[config.mk]
export PLATFORM = sky130hd
export DESIGN_NAME = triangle_scanline_rasterizer
export DESIGN_NICKNAME = d
export VERILOG_FILES = /design/src/rtl/core/tsr_pkg.sv /design/src/rtl/core/tsr_div.sv /design/src/rtl/core/tsr_ctrl.sv /design/src/rtl/core/tsr_dp.sv /design/src/rtl/core/triangle_scanline_rasterizer.sv
export SDC_FILE = /design/constraint.sdc
export NUM_CORES = 2
export LEC_CHECK = 0
export BUFFER_PORTS_ARGS = -buffer_cell sky130_fd_sc_hd__buf_2
export CAP_MARGIN = 20
export CELL_PAD_IN_SITES_DETAIL_PLACEMENT = 1
export CELL_PAD_IN_SITES_GLOBAL_PLACEMENT = 1
export CORE_MARGIN = 2
export CORE_UTILIZATION = 47
export CTS_BUF_LIST = sky130_fd_sc_hd__clkbuf_4 sky130_fd_sc_hd__clkbuf_8 sky130_fd_sc_hd__clkbuf_16
export DETAILED_ROUTE_END_ITERATION = 16
export PLACE_DENSITY_LB_ADDON = 0.1
export RECOVER_POWER = 100
export SYNTH_ARGS = -nofsm -noshare
export SYNTH_HDL_FRONTEND = slang
export SYNTH_SLANG_ARGS = --single-unit
export TNS_END_PERCENT = 100
[constraint.sdc]
create_clock -name aclk -period 11.55 [get_ports aclk]
set_clock_uncertainty 0.15 [all_clocks]
set_input_delay 1.7325 -clock aclk [delete_from_list [all_inputs] [get_ports aclk]]
set_output_delay 1.7325 -clock aclk [all_outputs]
set_load 0.02 [all_outputs]
[src/rtl/core/tsr_pkg.sv]
package tsr_pkg;

    localparam int COORD_BITS_DEF = 13;
    localparam int FRAC_BITS_DEF  = 16;
    localparam int CFG_BITS       = 13;
    localparam int PX_BITS        = 12;

    localparam logic [CFG_BITS-1:0] WIDTH_RESET  = 13'd640;
    localparam logic [CFG_BITS-1:0] HEIGHT_RESET = 13'd480;
    localparam logic [CFG_BITS-1:0] DIM_MAX      = 13'd4096;
    localparam logic [CFG_BITS-1:0] DIM_MIN      = 13'd1;

    // configuration register indexes
    localparam logic CFG_WIDTH  = 1'b0;
    localparam logic CFG_HEIGHT = 1'b1;

    // input commands
    localparam logic CMD_LOAD = 1'b0;
    localparam logic CMD_STEP = 1'b1;

    // divider operand select
    localparam logic [1:0] DIV_MID   = 2'd0;
    localparam logic [1:0] DIV_LEFT  = 2'd1;
    localparam logic [1:0] DIV_RIGHT = 2'd2;

    typedef struct packed {
        logic       load;
        logic       step;
        logic       div_start;
        logic [1:0] div_sel;
        logic       mid_x3;
        logic       mid_wr;
        logic       slope_clr;
        logic       slope_l_wr;
        logic       slope_r_wr;
        logic       row_start;
        logic       row_inc;
        logic       half_next;
        logic       mul;
        logic       span_wr;
        logic       col_inc;
        logic       act_clr;
        logic       out_load;
    } tsr_cmd_t;

    typedef struct packed {
        logic d_zero;
        logic dy_zero;
        logic div_done;
        logic row_gt_hi;
        logic span_ok;
        logic col_lt_end;
        logic half;
        logic active;
    } tsr_sts_t;

    // zero acts as one, anything above the max acts as the max
    function automatic logic [CFG_BITS-1:0] eff_dim(input logic [CFG_BITS-1:0] v);
        logic [CFG_BITS-1:0] r;
        r = v;
        if (v == '0) begin
            r = DIM_MIN;
        end else if (v > DIM_MAX) begin
            r = DIM_MAX;
        end
        return r;
    endfunction

endpackage

[src/rtl/core/tsr_div.sv]
module tsr_div
    import tsr_pkg::*;
#(
    parameter int NW  = 31,
    parameter int DNW = 14
) (
    input  logic                 aclk,
    input  logic                 aresetn,
    input  logic                 start,
    input  logic signed [NW-1:0]  numer,
    input  logic signed [DNW-1:0] denom,
    output logic                 done,
    output logic signed [NW-1:0]  quo
);

    localparam int CNTW = $clog2(NW + 1);

    logic [NW-1:0]   quo_reg;
    logic [DNW-1:0]  rem_reg;
    logic [DNW-1:0]  den_reg;
    logic            neg_reg;
    logic [CNTW-1:0] cnt_reg;
    logic            busy_reg;
    logic            done_reg;

    logic [NW-1:0]   num_mag;
    logic [DNW-1:0]  den_mag;
    logic [DNW:0]    trial;
    logic            fits;

    assign num_mag = numer[NW-1] ? NW'(-numer) : NW'(numer);
    assign den_mag = denom[DNW-1] ? DNW'(-denom) : DNW'(denom);

    // one quotient bit per cycle, restoring
    assign trial = {rem_reg, quo_reg[NW-1]};
    assign fits  = trial >= {1'b0, den_reg};

    always_ff @(posedge aclk) begin
        if (!aresetn) begin
            busy_reg <= 1'b0;
            done_reg <= 1'b0;
            cnt_reg  <= '0;
        end else begin
            done_reg <= 1'b0;
            if (start) begin
                busy_reg <= 1'b1;
                cnt_reg  <= CNTW'(NW);
            end else if (busy_reg) begin
                cnt_reg <= cnt_reg - CNTW'(1);
                if (cnt_reg == CNTW'(1)) begin
                    busy_reg <= 1'b0;
                    done_reg <= 1'b1;
                end
            end
        end
    end

    always_ff @(posedge aclk) begin
        if (start) begin
            quo_reg <= num_mag;
            rem_reg <= '0;
            den_reg <= den_mag;
            neg_reg <= numer[NW-1] ^ denom[DNW-1];
        end else if (busy_reg) begin
            rem_reg <= fits ? DNW'(trial - {1'b0, den_reg}) : trial[DNW-1:0];
            quo_reg <= {quo_reg[NW-2:0], fits};
        end
    end

    assign done = done_reg;
    assign quo  = neg_reg ? -$signed(quo_reg) : $signed(quo_reg);

endmodule

[src/rtl/core/tsr_ctrl.sv]
module tsr_ctrl
    import tsr_pkg::*;
(
    input  logic     aclk,
    input  logic     aresetn,
    input  logic     s_valid,
    output logic     s_ready,
    input  logic     s_cmd,
    output logic     m_valid,
    input  logic     m_ready,
    input  tsr_sts_t sts,
    output tsr_cmd_t cmd
);

    localparam logic [3:0] S_IDLE  = 4'd0;
    localparam logic [3:0] S_LCHK  = 4'd1;
    localparam logic [3:0] S_MID   = 4'd2;
    localparam logic [3:0] S_SETUP = 4'd3;
    localparam logic [3:0] S_DIVL  = 4'd4;
    localparam logic [3:0] S_DIVR  = 4'd5;
    localparam logic [3:0] S_MUL   = 4'd6;
    localparam logic [3:0] S_CHK   = 4'd7;
    localparam logic [3:0] S_EMIT  = 4'd8;

    logic [3:0] state_reg, state_next;
    logic       from_step_reg, from_step_next;
    logic       m_valid_reg;
    logic [3:0] seek_done;

    assign s_ready   = (state_reg == S_IDLE);
    assign m_valid   = m_valid_reg;
    assign seek_done = from_step_reg ? S_EMIT : S_IDLE;

    // sequencer
    always_comb begin
        cmd            = '0;
        state_next     = state_reg;
        from_step_next = from_step_reg;
        case (state_reg)
            S_IDLE: begin
                if (s_valid) begin
                    if (s_cmd == CMD_LOAD) begin
                        cmd.load       = 1'b1;
                        from_step_next = 1'b0;
                        state_next     = S_LCHK;
                    end else begin
                        cmd.step       = 1'b1;
                        from_step_next = 1'b1;
                        if (!sts.active) begin
                            state_next = S_EMIT;
                        end else if (sts.col_lt_end) begin
                            cmd.col_inc = 1'b1;
                            state_next  = S_EMIT;
                        end else begin
                            cmd.row_inc = 1'b1;
                            state_next  = S_MUL;
                        end
                    end
                end
            end
            S_LCHK: begin
                if (sts.d_zero) begin
                    cmd.mid_x3 = 1'b1;
                    state_next = S_IDLE;
                end else begin
                    cmd.div_start = 1'b1;
                    cmd.div_sel   = DIV_MID;
                    state_next    = S_MID;
                end
            end
            S_MID: begin
                if (sts.div_done) begin
                    cmd.mid_wr = 1'b1;
                    state_next = S_SETUP;
                end
            end
            S_SETUP: begin
                if (sts.dy_zero) begin
                    cmd.slope_clr = 1'b1;
                    cmd.row_start = 1'b1;
                    state_next    = S_MUL;
                end else begin
                    cmd.div_start = 1'b1;
                    cmd.div_sel   = DIV_LEFT;
                    state_next    = S_DIVL;
                end
            end
            S_DIVL: begin
                if (sts.div_done) begin
                    cmd.slope_l_wr = 1'b1;
                    cmd.div_start  = 1'b1;
                    cmd.div_sel    = DIV_RIGHT;
                    state_next     = S_DIVR;
                end
            end
            S_DIVR: begin
                if (sts.div_done) begin
                    cmd.slope_r_wr = 1'b1;
                    cmd.row_start  = 1'b1;
                    state_next     = S_MUL;
                end
            end
            S_MUL: begin
                if (sts.row_gt_hi) begin
                    if (sts.half) begin
                        cmd.act_clr = 1'b1;
                        state_next  = seek_done;
                    end else begin
                        cmd.half_next = 1'b1;
                        state_next    = S_SETUP;
                    end
                end else begin
                    cmd.mul    = 1'b1;
                    state_next = S_CHK;
                end
            end
            S_CHK: begin
                if (sts.span_ok) begin
                    cmd.span_wr = 1'b1;
                    state_next  = seek_done;
                end else begin
                    cmd.row_inc = 1'b1;
                    state_next  = S_MUL;
                end
            end
            S_EMIT: begin
                if (!m_valid_reg || m_ready) begin
                    cmd.out_load = 1'b1;
                    state_next   = S_IDLE;
                end
            end
            default: begin
                state_next = S_IDLE;
            end
        endcase
    end

    always_ff @(posedge aclk) begin
        if (!aresetn) begin
            state_reg     <= S_IDLE;
            from_step_reg <= 1'b0;
            m_valid_reg   <= 1'b0;
        end else begin
            state_reg     <= state_next;
            from_step_reg <= from_step_next;
            if (cmd.out_load) begin
                m_valid_reg <= 1'b1;
            end else if (m_ready) begin
                m_valid_reg <= 1'b0;
            end
        end
    end

    // a result only overwrites the output beat once it is free
    a_out_free: assert property (@(posedge aclk) disable iff (!aresetn)
        cmd.out_load |-> (!m_valid_reg || m_ready))
        else $error("result written over a pending beat");

    // divider finishes only while a divide is awaited
    a_div_wait: assert property (@(posedge aclk) disable iff (!aresetn)
        sts.div_done |-> (state_reg == S_MID || state_reg == S_DIVL || state_reg == S_DIVR))
        else $error("divider done outside a divide wait");

    // only step items lead to a result
    a_emit_step: assert property (@(posedge aclk) disable iff (!aresetn)
        state_reg == S_EMIT |-> from_step_reg)
        else $error("result pending after a load");

    // a found span leaves the triangle active
    a_span_act: assert property (@(posedge aclk) disable iff (!aresetn)
        cmd.span_wr |=> sts.active)
        else $error("span found but triangle inactive");

endmodule

[src/rtl/core/tsr_dp.sv]
module tsr_dp
    import tsr_pkg::*;
#(
    parameter int COORD_BITS = COORD_BITS_DEF,
    parameter int FRAC_BITS  = FRAC_BITS_DEF
) (
    input  logic                         aclk,
    input  logic                         aresetn,
    input  tsr_cmd_t                     cmd,
    output tsr_sts_t                     sts,
    input  logic signed [COORD_BITS-1:0] s_vertex_a_x,
    input  logic signed [COORD_BITS-1:0] s_vertex_a_y,
    input  logic signed [COORD_BITS-1:0] s_vertex_b_x,
    input  logic signed [COORD_BITS-1:0] s_vertex_b_y,
    input  logic signed [COORD_BITS-1:0] s_vertex_c_x,
    input  logic signed [COORD_BITS-1:0] s_vertex_c_y,
    input  logic                         cfg_valid,
    input  logic                         cfg_index,
    input  logic [CFG_BITS-1:0]          cfg_data,
    output logic [PX_BITS-1:0]           m_px_x,
    output logic [PX_BITS-1:0]           m_px_y,
    output logic                         m_has_pixel,
    output logic                         m_last
);

    localparam int CW   = COORD_BITS;
    localparam int DW   = CW + 1;
    localparam int RW   = ((CW > CFG_BITS) ? CW : CFG_BITS) + 1;
    localparam int NUMW = ((2 * CW + 3 > CW + 1 + FRAC_BITS) ? 2 * CW + 3
                                                            : CW + 1 + FRAC_BITS) + 1;
    localparam int QW   = (NUMW > 33) ? NUMW : 33;
    localparam int MW   = 32 + RW + 1;
    localparam int SW   = MW + 1;
    localparam int XW   = SW - FRAC_BITS;

    // frame size
    logic [CFG_BITS-1:0] width_reg, height_reg;
    logic [CFG_BITS-1:0] w_eff, h_eff;

    always_ff @(posedge aclk) begin
        if (!aresetn) begin
            width_reg  <= WIDTH_RESET;
            height_reg <= HEIGHT_RESET;
        end else if (cfg_valid) begin
            if (cfg_index == CFG_WIDTH) begin
                width_reg <= cfg_data;
            end else begin
                height_reg <= cfg_data;
            end
        end
    end

    assign w_eff = eff_dim(width_reg);
    assign h_eff = eff_dim(height_reg);

    // sort the incoming vertices by row, highest first
    logic signed [CW-1:0] sx1, sy1, sx2, sy2, sx3, sy3;

    always_comb begin : sort_blk
        logic signed [CW-1:0] tx, ty;
        tx  = '0;
        ty  = '0;
        sx1 = s_vertex_a_x;
        sy1 = s_vertex_a_y;
        sx2 = s_vertex_b_x;
        sy2 = s_vertex_b_y;
        sx3 = s_vertex_c_x;
        sy3 = s_vertex_c_y;
        if (sy1 < sy2) begin
            tx = sx1; ty = sy1; sx1 = sx2; sy1 = sy2; sx2 = tx; sy2 = ty;
        end
        if (sy2 < sy3) begin
            tx = sx2; ty = sy2; sx2 = sx3; sy2 = sy3; sx3 = tx; sy3 = ty;
        end
        if (sy1 < sy2) begin
            tx = sx1; ty = sy1; sx1 = sx2; sy1 = sy2; sx2 = tx; sy2 = ty;
        end
    end

    // triangle state
    logic signed [CW-1:0]  vx_reg [3];
    logic signed [CW-1:0]  vy_reg [3];
    logic signed [CW-1:0]  mid_reg;
    logic                  half_reg;
    logic signed [31:0]    slope_l_reg, slope_r_reg;
    logic signed [RW-1:0]  row_reg;
    logic [PX_BITS-1:0]    col_reg, end_reg;
    logic                  active_reg;
    logic signed [MW-1:0]  prod_l_reg, prod_r_reg;
    logic [PX_BITS-1:0]    pend_x_reg, pend_y_reg;
    logic                  pend_has_reg;
    logic [PX_BITS-1:0]    out_x_reg, out_y_reg;
    logic                  out_has_reg, out_last_reg;

    // derived geometry
    logic signed [CW-1:0]  base_l, base_r, apex_x, apex_y, lo, hi;
    logic signed [DW-1:0]  d_full, dy, dx_l, dx_r, dy23, dx13;
    logic signed [RW-1:0]  lo_ext, hi_ext, ht_m1, hi_c, row_first;

    assign base_l = (vx_reg[1] < mid_reg) ? vx_reg[1] : mid_reg;
    assign base_r = (vx_reg[1] < mid_reg) ? mid_reg : vx_reg[1];
    assign apex_x = half_reg ? vx_reg[2] : vx_reg[0];
    assign apex_y = half_reg ? vy_reg[2] : vy_reg[0];
    assign lo     = (apex_y < vy_reg[1]) ? apex_y : vy_reg[1];
    assign hi     = (apex_y < vy_reg[1]) ? vy_reg[1] : apex_y;

    assign d_full = DW'(vy_reg[0]) - DW'(vy_reg[2]);
    assign dy     = DW'(apex_y) - DW'(vy_reg[1]);
    assign dx_l   = DW'(apex_x) - DW'(base_l);
    assign dx_r   = DW'(apex_x) - DW'(base_r);
    assign dy23   = DW'(vy_reg[1]) - DW'(vy_reg[2]);
    assign dx13   = DW'(vx_reg[0]) - DW'(vx_reg[2]);

    assign lo_ext    = RW'(lo);
    assign hi_ext    = RW'(hi);
    assign ht_m1     = $signed({{(RW-CFG_BITS){1'b0}}, h_eff}) - RW'(1);
    assign hi_c      = (hi_ext > ht_m1) ? ht_m1 : hi_ext;
    assign row_first = lo_ext[RW-1] ? '0 : lo_ext;

    // divider operands
    logic signed [NUMW-1:0] mid_p1, mid_p2, num_mid, num_l, num_r, div_num;
    logic signed [NUMW-1:0] dx_l_ext, dx_r_ext;
    logic signed [DW-1:0]   div_den;
    logic                   div_done;
    logic signed [NUMW-1:0] div_quo;

    assign mid_p1   = NUMW'(dy23) * NUMW'(dx13);
    assign mid_p2   = NUMW'(vx_reg[2]) * NUMW'(d_full);
    assign num_mid  = mid_p1 + mid_p2;
    assign dx_l_ext = NUMW'(dx_l);
    assign dx_r_ext = NUMW'(dx_r);
    assign num_l    = dx_l_ext <<< FRAC_BITS;
    assign num_r    = dx_r_ext <<< FRAC_BITS;

    always_comb begin
        case (cmd.div_sel)
            DIV_MID: begin
                div_num = num_mid;
                div_den = d_full;
            end
            DIV_LEFT: begin
                div_num = num_l;
                div_den = dy;
            end
            default: begin
                div_num = num_r;
                div_den = dy;
            end
        endcase
    end

    tsr_div #(
        .NW  (NUMW),
        .DNW (DW)
    ) u_div (
        .aclk    (aclk),
        .aresetn (aresetn),
        .start   (cmd.div_start),
        .numer   (div_num),
        .denom   (div_den),
        .done    (div_done),
        .quo     (div_quo)
    );

    // clamp the quotient to 32 bits
    logic signed [QW-1:0]  q_ext;
    logic [QW-32:0]        q_top;
    logic signed [31:0]    q_sat;

    assign q_ext = QW'(div_quo);
    assign q_top = q_ext[QW-1:31];
    assign q_sat = ((&q_top) || (~|q_top)) ? q_ext[31:0]
                 : (q_ext[QW-1] ? 32'sh8000_0000 : 32'sh7fff_ffff);

    // edge columns for the current row
    logic signed [RW:0]   row_d;
    logic signed [MW-1:0] prod_l_next, prod_r_next;
    logic signed [SW-1:0] bl_ext, br_ext, sum_l, sum_r, sum_l_rnd, sum_r_rnd;
    logic signed [SW-1:0] round_add;
    logic signed [XW-1:0] xl, xr, w_s, xl_c, xr_c;
    logic                 span_ok;

    assign row_d       = (RW+1)'(row_reg) - (RW+1)'(vy_reg[1]);
    assign prod_l_next = MW'(slope_l_reg) * MW'(row_d);
    assign prod_r_next = MW'(slope_r_reg) * MW'(row_d);

    assign bl_ext    = SW'(base_l);
    assign br_ext    = SW'(base_r);
    assign sum_l     = SW'(prod_l_reg) + (bl_ext <<< FRAC_BITS);
    assign sum_r     = SW'(prod_r_reg) + (br_ext <<< FRAC_BITS);
    assign round_add = $signed({{(SW-FRAC_BITS){1'b0}}, {FRAC_BITS{1'b1}}});
    // divide by one unit, truncating toward zero
    assign sum_l_rnd = sum_l[SW-1] ? (sum_l + round_add) : sum_l;
    assign sum_r_rnd = sum_r[SW-1] ? (sum_r + round_add) : sum_r;
    assign xl        = XW'(sum_l_rnd >>> FRAC_BITS);
    assign xr        = XW'(sum_r_rnd >>> FRAC_BITS);

    // clip to the frame
    assign w_s     = $signed({{(XW-CFG_BITS){1'b0}}, w_eff});
    assign xl_c    = xl[XW-1] ? '0 : xl;
    assign xr_c    = (xr >= w_s) ? (w_s - XW'(1)) : xr;
    assign span_ok = !(xl >= w_s) && !xr[XW-1] && (xl_c <= xr_c);

    always_ff @(posedge aclk) begin
        if (!aresetn) begin
            active_reg <= 1'b0;
        end else if (cmd.load || cmd.act_clr) begin
            active_reg <= 1'b0;
        end else if (cmd.span_wr) begin
            active_reg <= 1'b1;
        end
    end

    always_ff @(posedge aclk) begin
        if (cmd.load) begin
            vx_reg[0]   <= sx1;
            vy_reg[0]   <= sy1;
            vx_reg[1]   <= sx2;
            vy_reg[1]   <= sy2;
            vx_reg[2]   <= sx3;
            vy_reg[2]   <= sy3;
            half_reg    <= 1'b0;
            slope_l_reg <= '0;
            slope_r_reg <= '0;
            row_reg     <= '0;
            col_reg     <= '0;
            end_reg     <= '0;
        end
        if (cmd.mid_x3) begin
            mid_reg <= vx_reg[2];
        end else if (cmd.mid_wr) begin
            mid_reg <= div_quo[CW-1:0];
        end
        if (cmd.half_next) begin
            half_reg <= 1'b1;
        end
        if (cmd.slope_clr) begin
            slope_l_reg <= '0;
            slope_r_reg <= '0;
        end
        if (cmd.slope_l_wr) begin
            slope_l_reg <= q_sat;
        end
        if (cmd.slope_r_wr) begin
            slope_r_reg <= q_sat;
        end
        if (cmd.row_start) begin
            row_reg <= row_first;
        end else if (cmd.row_inc) begin
            row_reg <= row_reg + RW'(1);
        end
        if (cmd.mul) begin
            prod_l_reg <= prod_l_next;
            prod_r_reg <= prod_r_next;
        end
        if (cmd.span_wr) begin
            col_reg <= xl_c[PX_BITS-1:0];
            end_reg <= xr_c[PX_BITS-1:0];
        end else if (cmd.col_inc) begin
            col_reg <= col_reg + PX_BITS'(1);
        end
        // pixel named by this step, taken before advancing
        if (cmd.step) begin
            pend_x_reg   <= active_reg ? col_reg : '0;
            pend_y_reg   <= active_reg ? row_reg[PX_BITS-1:0] : '0;
            pend_has_reg <= active_reg;
        end
        if (cmd.out_load) begin
            out_x_reg    <= pend_x_reg;
            out_y_reg    <= pend_y_reg;
            out_has_reg  <= pend_has_reg;
            out_last_reg <= pend_has_reg & ~active_reg;
        end
    end

    assign sts.d_zero     = (vy_reg[0] == vy_reg[2]);
    assign sts.dy_zero    = (apex_y == vy_reg[1]);
    assign sts.div_done   = div_done;
    assign sts.row_gt_hi  = (row_reg > hi_c);
    assign sts.span_ok    = span_ok;
    assign sts.col_lt_end = (col_reg < end_reg);
    assign sts.half       = half_reg;
    assign sts.active     = active_reg;

    assign m_px_x      = out_x_reg;
    assign m_px_y      = out_y_reg;
    assign m_has_pixel = out_has_reg;
    assign m_last      = out_last_reg;

endmodule

[src/rtl/core/triangle_scanline_rasterizer.sv]
// Load: sort plus one divide for the middle column (none, and no halves, if top and bottom rows match),
//   then per half two slope divides (none for a flat half) and the row search.
// Step inside a span: the column advances and the result goes out through S_EMIT; at a span end the row
//   search runs first (S_MUL and S_CHK per row tried, divides again when entering the lower half).
// One item in flight at a time; the output register lets the next item in while a result waits.
// Synchronous active-low reset: no triangle, frame 640 x 480, no pending result.
module triangle_scanline_rasterizer
    import tsr_pkg::*;
#(
    parameter int COORD_BITS = COORD_BITS_DEF,
    parameter int FRAC_BITS  = FRAC_BITS_DEF
) (
    input  logic                         aclk,
    input  logic                         aresetn,
    input  logic                         s_valid,
    output logic                         s_ready,
    input  logic                         s_cmd,
    input  logic signed [COORD_BITS-1:0] s_vertex_a_x,
    input  logic signed [COORD_BITS-1:0] s_vertex_a_y,
    input  logic signed [COORD_BITS-1:0] s_vertex_b_x,
    input  logic signed [COORD_BITS-1:0] s_vertex_b_y,
    input  logic signed [COORD_BITS-1:0] s_vertex_c_x,
    input  logic signed [COORD_BITS-1:0] s_vertex_c_y,
    output logic                         m_valid,
    input  logic                         m_ready,
    output logic [PX_BITS-1:0]           m_px_x,
    output logic [PX_BITS-1:0]           m_px_y,
    output logic                         m_has_pixel,
    output logic                         m_last,
    input  logic                         cfg_valid,
    output logic                         cfg_ready,
    input  logic                         cfg_index,
    input  logic [CFG_BITS-1:0]          cfg_data
);

    tsr_cmd_t cmd;
    tsr_sts_t sts;

    assign cfg_ready = 1'b1;

    tsr_ctrl u_ctrl (
        .aclk    (aclk),
        .aresetn (aresetn),
        .s_valid (s_valid),
        .s_ready (s_ready),
        .s_cmd   (s_cmd),
        .m_valid (m_valid),
        .m_ready (m_ready),
        .sts     (sts),
        .cmd     (cmd)
    );

    tsr_dp #(
        .COORD_BITS (COORD_BITS),
        .FRAC_BITS  (FRAC_BITS)
    ) u_dp (
        .aclk         (aclk),
        .aresetn      (aresetn),
        .cmd          (cmd),
        .sts          (sts),
        .s_vertex_a_x (s_vertex_a_x),
        .s_vertex_a_y (s_vertex_a_y),
        .s_vertex_b_x (s_vertex_b_x),
        .s_vertex_b_y (s_vertex_b_y),
        .s_vertex_c_x (s_vertex_c_x),
        .s_vertex_c_y (s_vertex_c_y),
        .cfg_valid    (cfg_valid),
        .cfg_index    (cfg_index),
        .cfg_data     (cfg_data),
        .m_px_x       (m_px_x),
        .m_px_y       (m_px_y),
        .m_has_pixel  (m_has_pixel),
        .m_last       (m_last)
    );

endmodule

; ---- After elaboration in Yosys (flattened, before gate mapping)
; Memories as Yosys holds them, arrays and structs flattened.
; Index checks and enable logic that the tools add are counted.
; Widths: inputs -> output; s select.
[word_totals]
register_bits = 361
mem_count = 2
ram_bits = 78
out_inout_bits = 29
in_bits = 98
elab_cells = 233
[mem_list]
columns = name, words, width, rd, rd_ports_with_merged_regs, write_ports, line
row1 = u_dp.vx_reg, 3, 13, 3, 0, 3, tsr_dp.sv:81  ; logic signed [CW-1:0] vx_reg [3];
row2 = u_dp.vy_reg, 3, 13, 3, 0, 3, tsr_dp.sv:82  ; logic signed [CW-1:0] vy_reg [3];
[op_classes]
n_addsub = 21
eq_ne = 17
reduce_logical = 25
mul = 4
muxes = 114
n_bitwise = 6
magnitude_cmp = 14
[op_table]
columns = op, n
row1 = $mux 13, 25
row2 = $mux 32, 5
row3 = $mux 31, 5
row4 = $add 47x29->48, 2
row5 = $add 48x17->48 const B, 2
row6 = $mux 48, 2
row7 = $mul 32x15->47, 2
row8 = $mux 14, 6
row9 = $sub 13x13->14, 6
row10 = $lt 13x13->1, 5
row11 = $ge 32x14->1, 2
row12 = $neg 31->31, 2
row13 = $pmux 31 s2, 1
row14 = $mux 12, 5
row15 = $mux 4, 12
row16 = $mux 1, 38
row17 = $pmux 4 s9, 1
row18 = $le 32x32->1, 1
row19 = $add 31x31->31, 1
row20 = $mul 14x14->28, 1
row21 = $sub 13x1->14 const B, 2
row22 = $mul 13x14->27, 1
row23 = $eq 13x13->1, 2
row24 = $gt 13x13->1 const B, 2
row25 = 38 further kinds, 70

; ---- Longest topological paths before layout
; An unclocked memory read counts as a cell.
[logic_depth]
ltp_word = 14
ltp_mapped = 60

; ---- By module
; From an unflattened synthesis, not the netlist that was laid out.
[unflattened]
cells_unflattened = 8663
area_unflattened_um2 = 79516.3
[by_module_without_submodules]
columns = mod, area_per_inst_um2, seq_area_each_um2, instances, cells_per_inst
row1 = tsr_dp, 74086.1, 10650.2, 1, 8035
row2 = tsr_div, 4830.9, 1801.7, 1, 540
row3 = tsr_ctrl, 588.1, 120.1, 1, 86
row4 = triangle_scanline_rasterizer, 11.3, 0.0, 1, 2

; ---- Worst setup path after synthesis
; No wires, ideal clock.
[synth_timing]
kind = register to register
startpoint = mem u_dp.vx_reg[0][14] in the netlist's numbering
endpoint = reg u_dp.row_reg[0], enable pin
stages_incl_launch_ff = 60
path_slack_ns = -0.637
arrival_ns = 11.607
setup_ns = 0.429
path_buffers = 7
required_time_ns = 10.971
synth_period_minus_slack_ns = 12.187
path_cell_list = edfxtp_1 -> ha_1 -> a21o_1 -> a21o_1 -> a21o_1 -> a21o_1 -> a21o_1 -> a21o_1 -> a21o_1 -> a21o_1 -> a21o_1 -> a2111oi_0 -> o22a_1 -> clkbuf_1 -> clkbuf_1 -> mux2_2 -> ha_1 -> buf_2 -> (+24 left out) -> buf_2 -> o211ai_1 -> ha_1 -> nor2b_1 -> o21a_1 -> o21a_1 -> o21a_1 -> o21a_1 -> o21ai_0 -> o21ai_0 -> nor3_1 -> o31ai_1 -> a21oi_1 -> and2_1 -> a41oi_2 -> a21oi_2 -> buf_4 -> nand4_1
[synth_rtl]
columns = item, line
row1 = from (decl), tsr_dp.sv:81
row2 = to (signal assigned), tsr_dp.sv:248  ; row_reg <= row_first;
row3 = to (signal assigned), tsr_dp.sv:250  ; row_reg <= row_reg + RW'(1);
row4 = to (decl), tsr_dp.sv:86  ; logic signed [RW-1:0] row_reg;

; ---- Worst setup path in the final report
[layout_timing]
startpoint = reg u_dp.row_reg[0]
endpoint = reg u_dp.prod_r_reg[39], data pin
[layout_between]
elab_chain_len = 2
[layout_lines]
columns = item, line
row1 = $sub 14x13->15, tsr_dp.sv:183  ; assign row_d = (RW+1)'(row_reg) - (RW+1)'(vy_reg[1]);
row2 = $mul 32x15->47, tsr_dp.sv:185  ; assign prod_r_next = MW'(slope_r_reg) * MW'(row_d);
row3 = net u_dp.prod_r_next[39], tsr_dp.sv:177  ; logic signed [MW-1:0] prod_l_next, prod_r_next;
row4 = to (signal assigned), tsr_dp.sv:254  ; prod_r_reg <= prod_r_next;
row5 = to (decl), tsr_dp.sv:89  ; logic signed [MW-1:0] prod_l_reg, prod_r_reg;
; The timed path passes the listed nets, and every way through them passes these cells.
; A chain may end at the register's enable or synchronous reset.

==> results.yml <==
outcome:
  status: "complete, but fails checks"
  violations: "capacitance limit, slew limit"
hold_path:
  hp-class: "reg -> reg"
timing:
  maxSlewHeadroom_pct: -196
  max_freq_mhz: 88.7
  finalCritPeriodShare_pct: 97.6
  grt_setup_unrepaired: "true"
  setup_viol: 0
  slew_viol_final: 344
  fin_crit_ps: 11280
  worstMarginPinSlew_ps: 4430
  worst_slack_ps: 272
  final_hold_viol_count: 0
critical_path:
  crit_type: "reg -> reg"
  crit_cells: 40
  cp.arrival_ps: 11490
  critical-path-max-stage-delay_ps: 610
  cp_top_family: "adder cells"
  reg2reg_depth: 40
  cp_data_required_time_ps: 11770
  r2r_end: "u_dp.prod_r_reg[39]"
  worst-path-max-fanout: 8
  slowest_stage: "xnor2_1"
  cpMostUsedCell: "fa_1"
  startpoint_type: "register"
  r2r_setup_slack_ps: 270
  end_kind: "register"
  startpoint: "u_dp.row_reg[0]"
  reg2reg_from: "u_dp.row_reg[0]"
  crit_buf_inv: 6
  endpoint: "u_dp.prod_r_reg[39]"
placement:
  place_area_um2: 86100
  pre_cts_ws_ps: -322
  port_buffers: 125
  dp_hpwl_mm: 229
  gp_congestion: 0.963
  dpl.cell_count: 11342
floorplanning:
  die_w_um: 420
  die_area_um2: 176000
  ios: 127
  fp.coreArea_um2: 172000
  rows: 152
  initial_core_util_pct: 47.3
  die_h_um: 420
finish:
  finalInstanceArea_um2: 88900
  nets: 11208
  fillCellCount: 19871
  postLayoutCoreUtil_pct: 51.8
  layout-drive-gt1-share_pct: 9.20
  fin_cells: 11503
  mostFrequentLayoutCell: "inv_1"
  mostFrequentLayoutCells: "inv_1 (1437), fa_1 (1248), nand2_1 (1160)"
  syn2layout_area_growth_pct: 9.46
drt:
  vias: 65705
  post_drt_wl_per_cell_um: 24.3
  viasPerCell: 5.71
  routed_wl_mm: 279
  drtPass1Iterations: 6
  antenna_left: 0
  drtIter0Drc: 4382
  drc: 0
clock_network:
  cts_root_buf: "clkbuf_16"
  h-tree-depth: 2
  cts_buffers: 54
  cts.sink_count: 437
  clock_latency_ps: 700
  cts_max_path_buffers: 3
  tritoncts: "done"
  path_clk_slew_ps: 60
  cts-hold-fix-buffers: 0
synth:
  synth_ff_type: "edfxtp_1"
  async_reset_ff_share_pct: 0
  syn_area_um2: 81200
  syn_avg_cell_area_um2: 9.07
  yosysWarnings: 0
  syn-instance-count: 8951
  synth-seq-cells: 437
  yosysUniqueCellTypes: 112
  synth-seq-area-share_pct: 15.5
  synth_edf_count: 382
global_routing:
  grtUsageTotal_pct: 32.1
  grt_overflow_total: 0
  grt_pass1_vias: 71529
  antenna_found_initial: 21
  grt_max_degree: 79
  grt_pass1_wl_mm: 430
run:
  drv_cap: 11
## metrics by stage
| step | setup TNS [ps] | hold slack (ps) |
|---|---|---|
| final | 0 | 265 |
| after global routing | -6520 | 274 |
| after CTS | 0 | 268 |
| after detailed placement | -19460 | 255 |
| after global placement | -2120 | 251 |
| after floorplan | 0 | 250 |
## cell usage after synthesis (13+ instances only)
master,n,area share [%]
clkbuf_1,319,1.5
nor2b_1,109,0.84
nor2_1,492,2.3
o22ai_1,25,0.19
nand2_1,1162,5.4
xnor2_1,289,3.1
and2_1,361,2.8
o21bai_1,49,0.45
a21o_1,173,1.6
buf_2,17,0.10
nor3_1,91,0.56
a31oi_1,33,0.25
o21a_1,55,0.51
dfxtp_1,55,1.4
nand3_1,102,0.63
o31ai_1,20,0.18
or2_2,36,0.28
fa_1,1250,31
nor4_1,30,0.23
and3_1,54,0.42
a21oi_1,367,2.3
nand4_1,55,0.42
or3_1,52,0.40
mux2i_1,88,1.1
nand2b_1,193,1.5
inv_1,1442,6.7
xor2_1,153,1.6
nand3b_1,13,0.12
mux2_2,57,0.79
edfxtp_1,382,14
o221a_2,28,0.39
o211ai_1,35,0.32
a21boi_0,58,0.54
ha_1,715,11
a211oi_1,36,0.33
o21ai_0,270,1.7
## per-layer routing
layer / routed length, um / vias up / global-route usage (%)
met5: 22 / - / 0
met4: 9340 / 4 / 9.25
met3: 15500 / 364 / 3.00
met2: 135000 / 1668 / 54.4
met1: 119000 / 34369 / 43.5
li1: - / 29300 / -
## worst min path at each step
| stage | from | to | slack (ps) | depth (start not counted) |
|---|---|---|---|---|
| after global placement | u_dp.pend_x_reg[1] | u_dp.m_px_x[1] | 250 | 0 |
| after CTS | u_dp.pend_y_reg[2] | u_dp.m_px_y[2] | 270 | 0 |
| final | u_dp.pend_y_reg[2] | u_dp.m_px_y[2] | 270 | 0 |
| after detailed placement | u_dp.pend_x_reg[4] | u_dp.m_px_x[4] | 260 | 0 |
| after floorplan | u_dp.pend_x_reg[0] | u_dp.m_px_x[0] | 250 | 0 |
| after global routing | u_dp.pend_y_reg[3] | u_dp.m_px_y[3] | 270 | 0 |
## cells by family (layout without fill, tap and decap cells)
kind of cell / after synthesis / in the layout / share of synthesized area (%)
compound gates: 1340 / 1340 / 11.0
xor+xnor: 443 / 443 / 4.79
fa+ha+maj: 1965 / 1965 / 41.8
buf+inv: 1794 / 2030 / 8.38
flops: 437 / 437 / 15.5
mux: 146 / 146 / 1.89
other cells: 1 / 7 / 0.00462
simple gates: 2825 / 2825 / 16.7
## layout make-up
class | count | area [um2] | share of cell area [%]
tap | 2310 | 2890 | 3.25
inverter | 1443 | 5420 | 6.09
timing repair buffer | 488 | 3450 | 3.89
clock buffer | 64 | 1450 | 1.63
antenna | 5 | 12.5 | 0.0141
clock inverter | 35 | 354 | 0.398
sequential | 437 | 12600 | 14.1
multi-input combinational | 6721 | 62800 | 70.6
## repair_timing
action / 4_1_cts / 5_1_grt
gates cloned: 2 / 0
gates resized for setup: 37 / 132
endpoints found under the setup margin: 93 / 187
buffers inserted: 22 / 29
pin swaps: 18 / 66
Power is left out: the tool's default activity adds up to more than one toggle a clock period on the data nets, which glitch-free logic cannot reach.
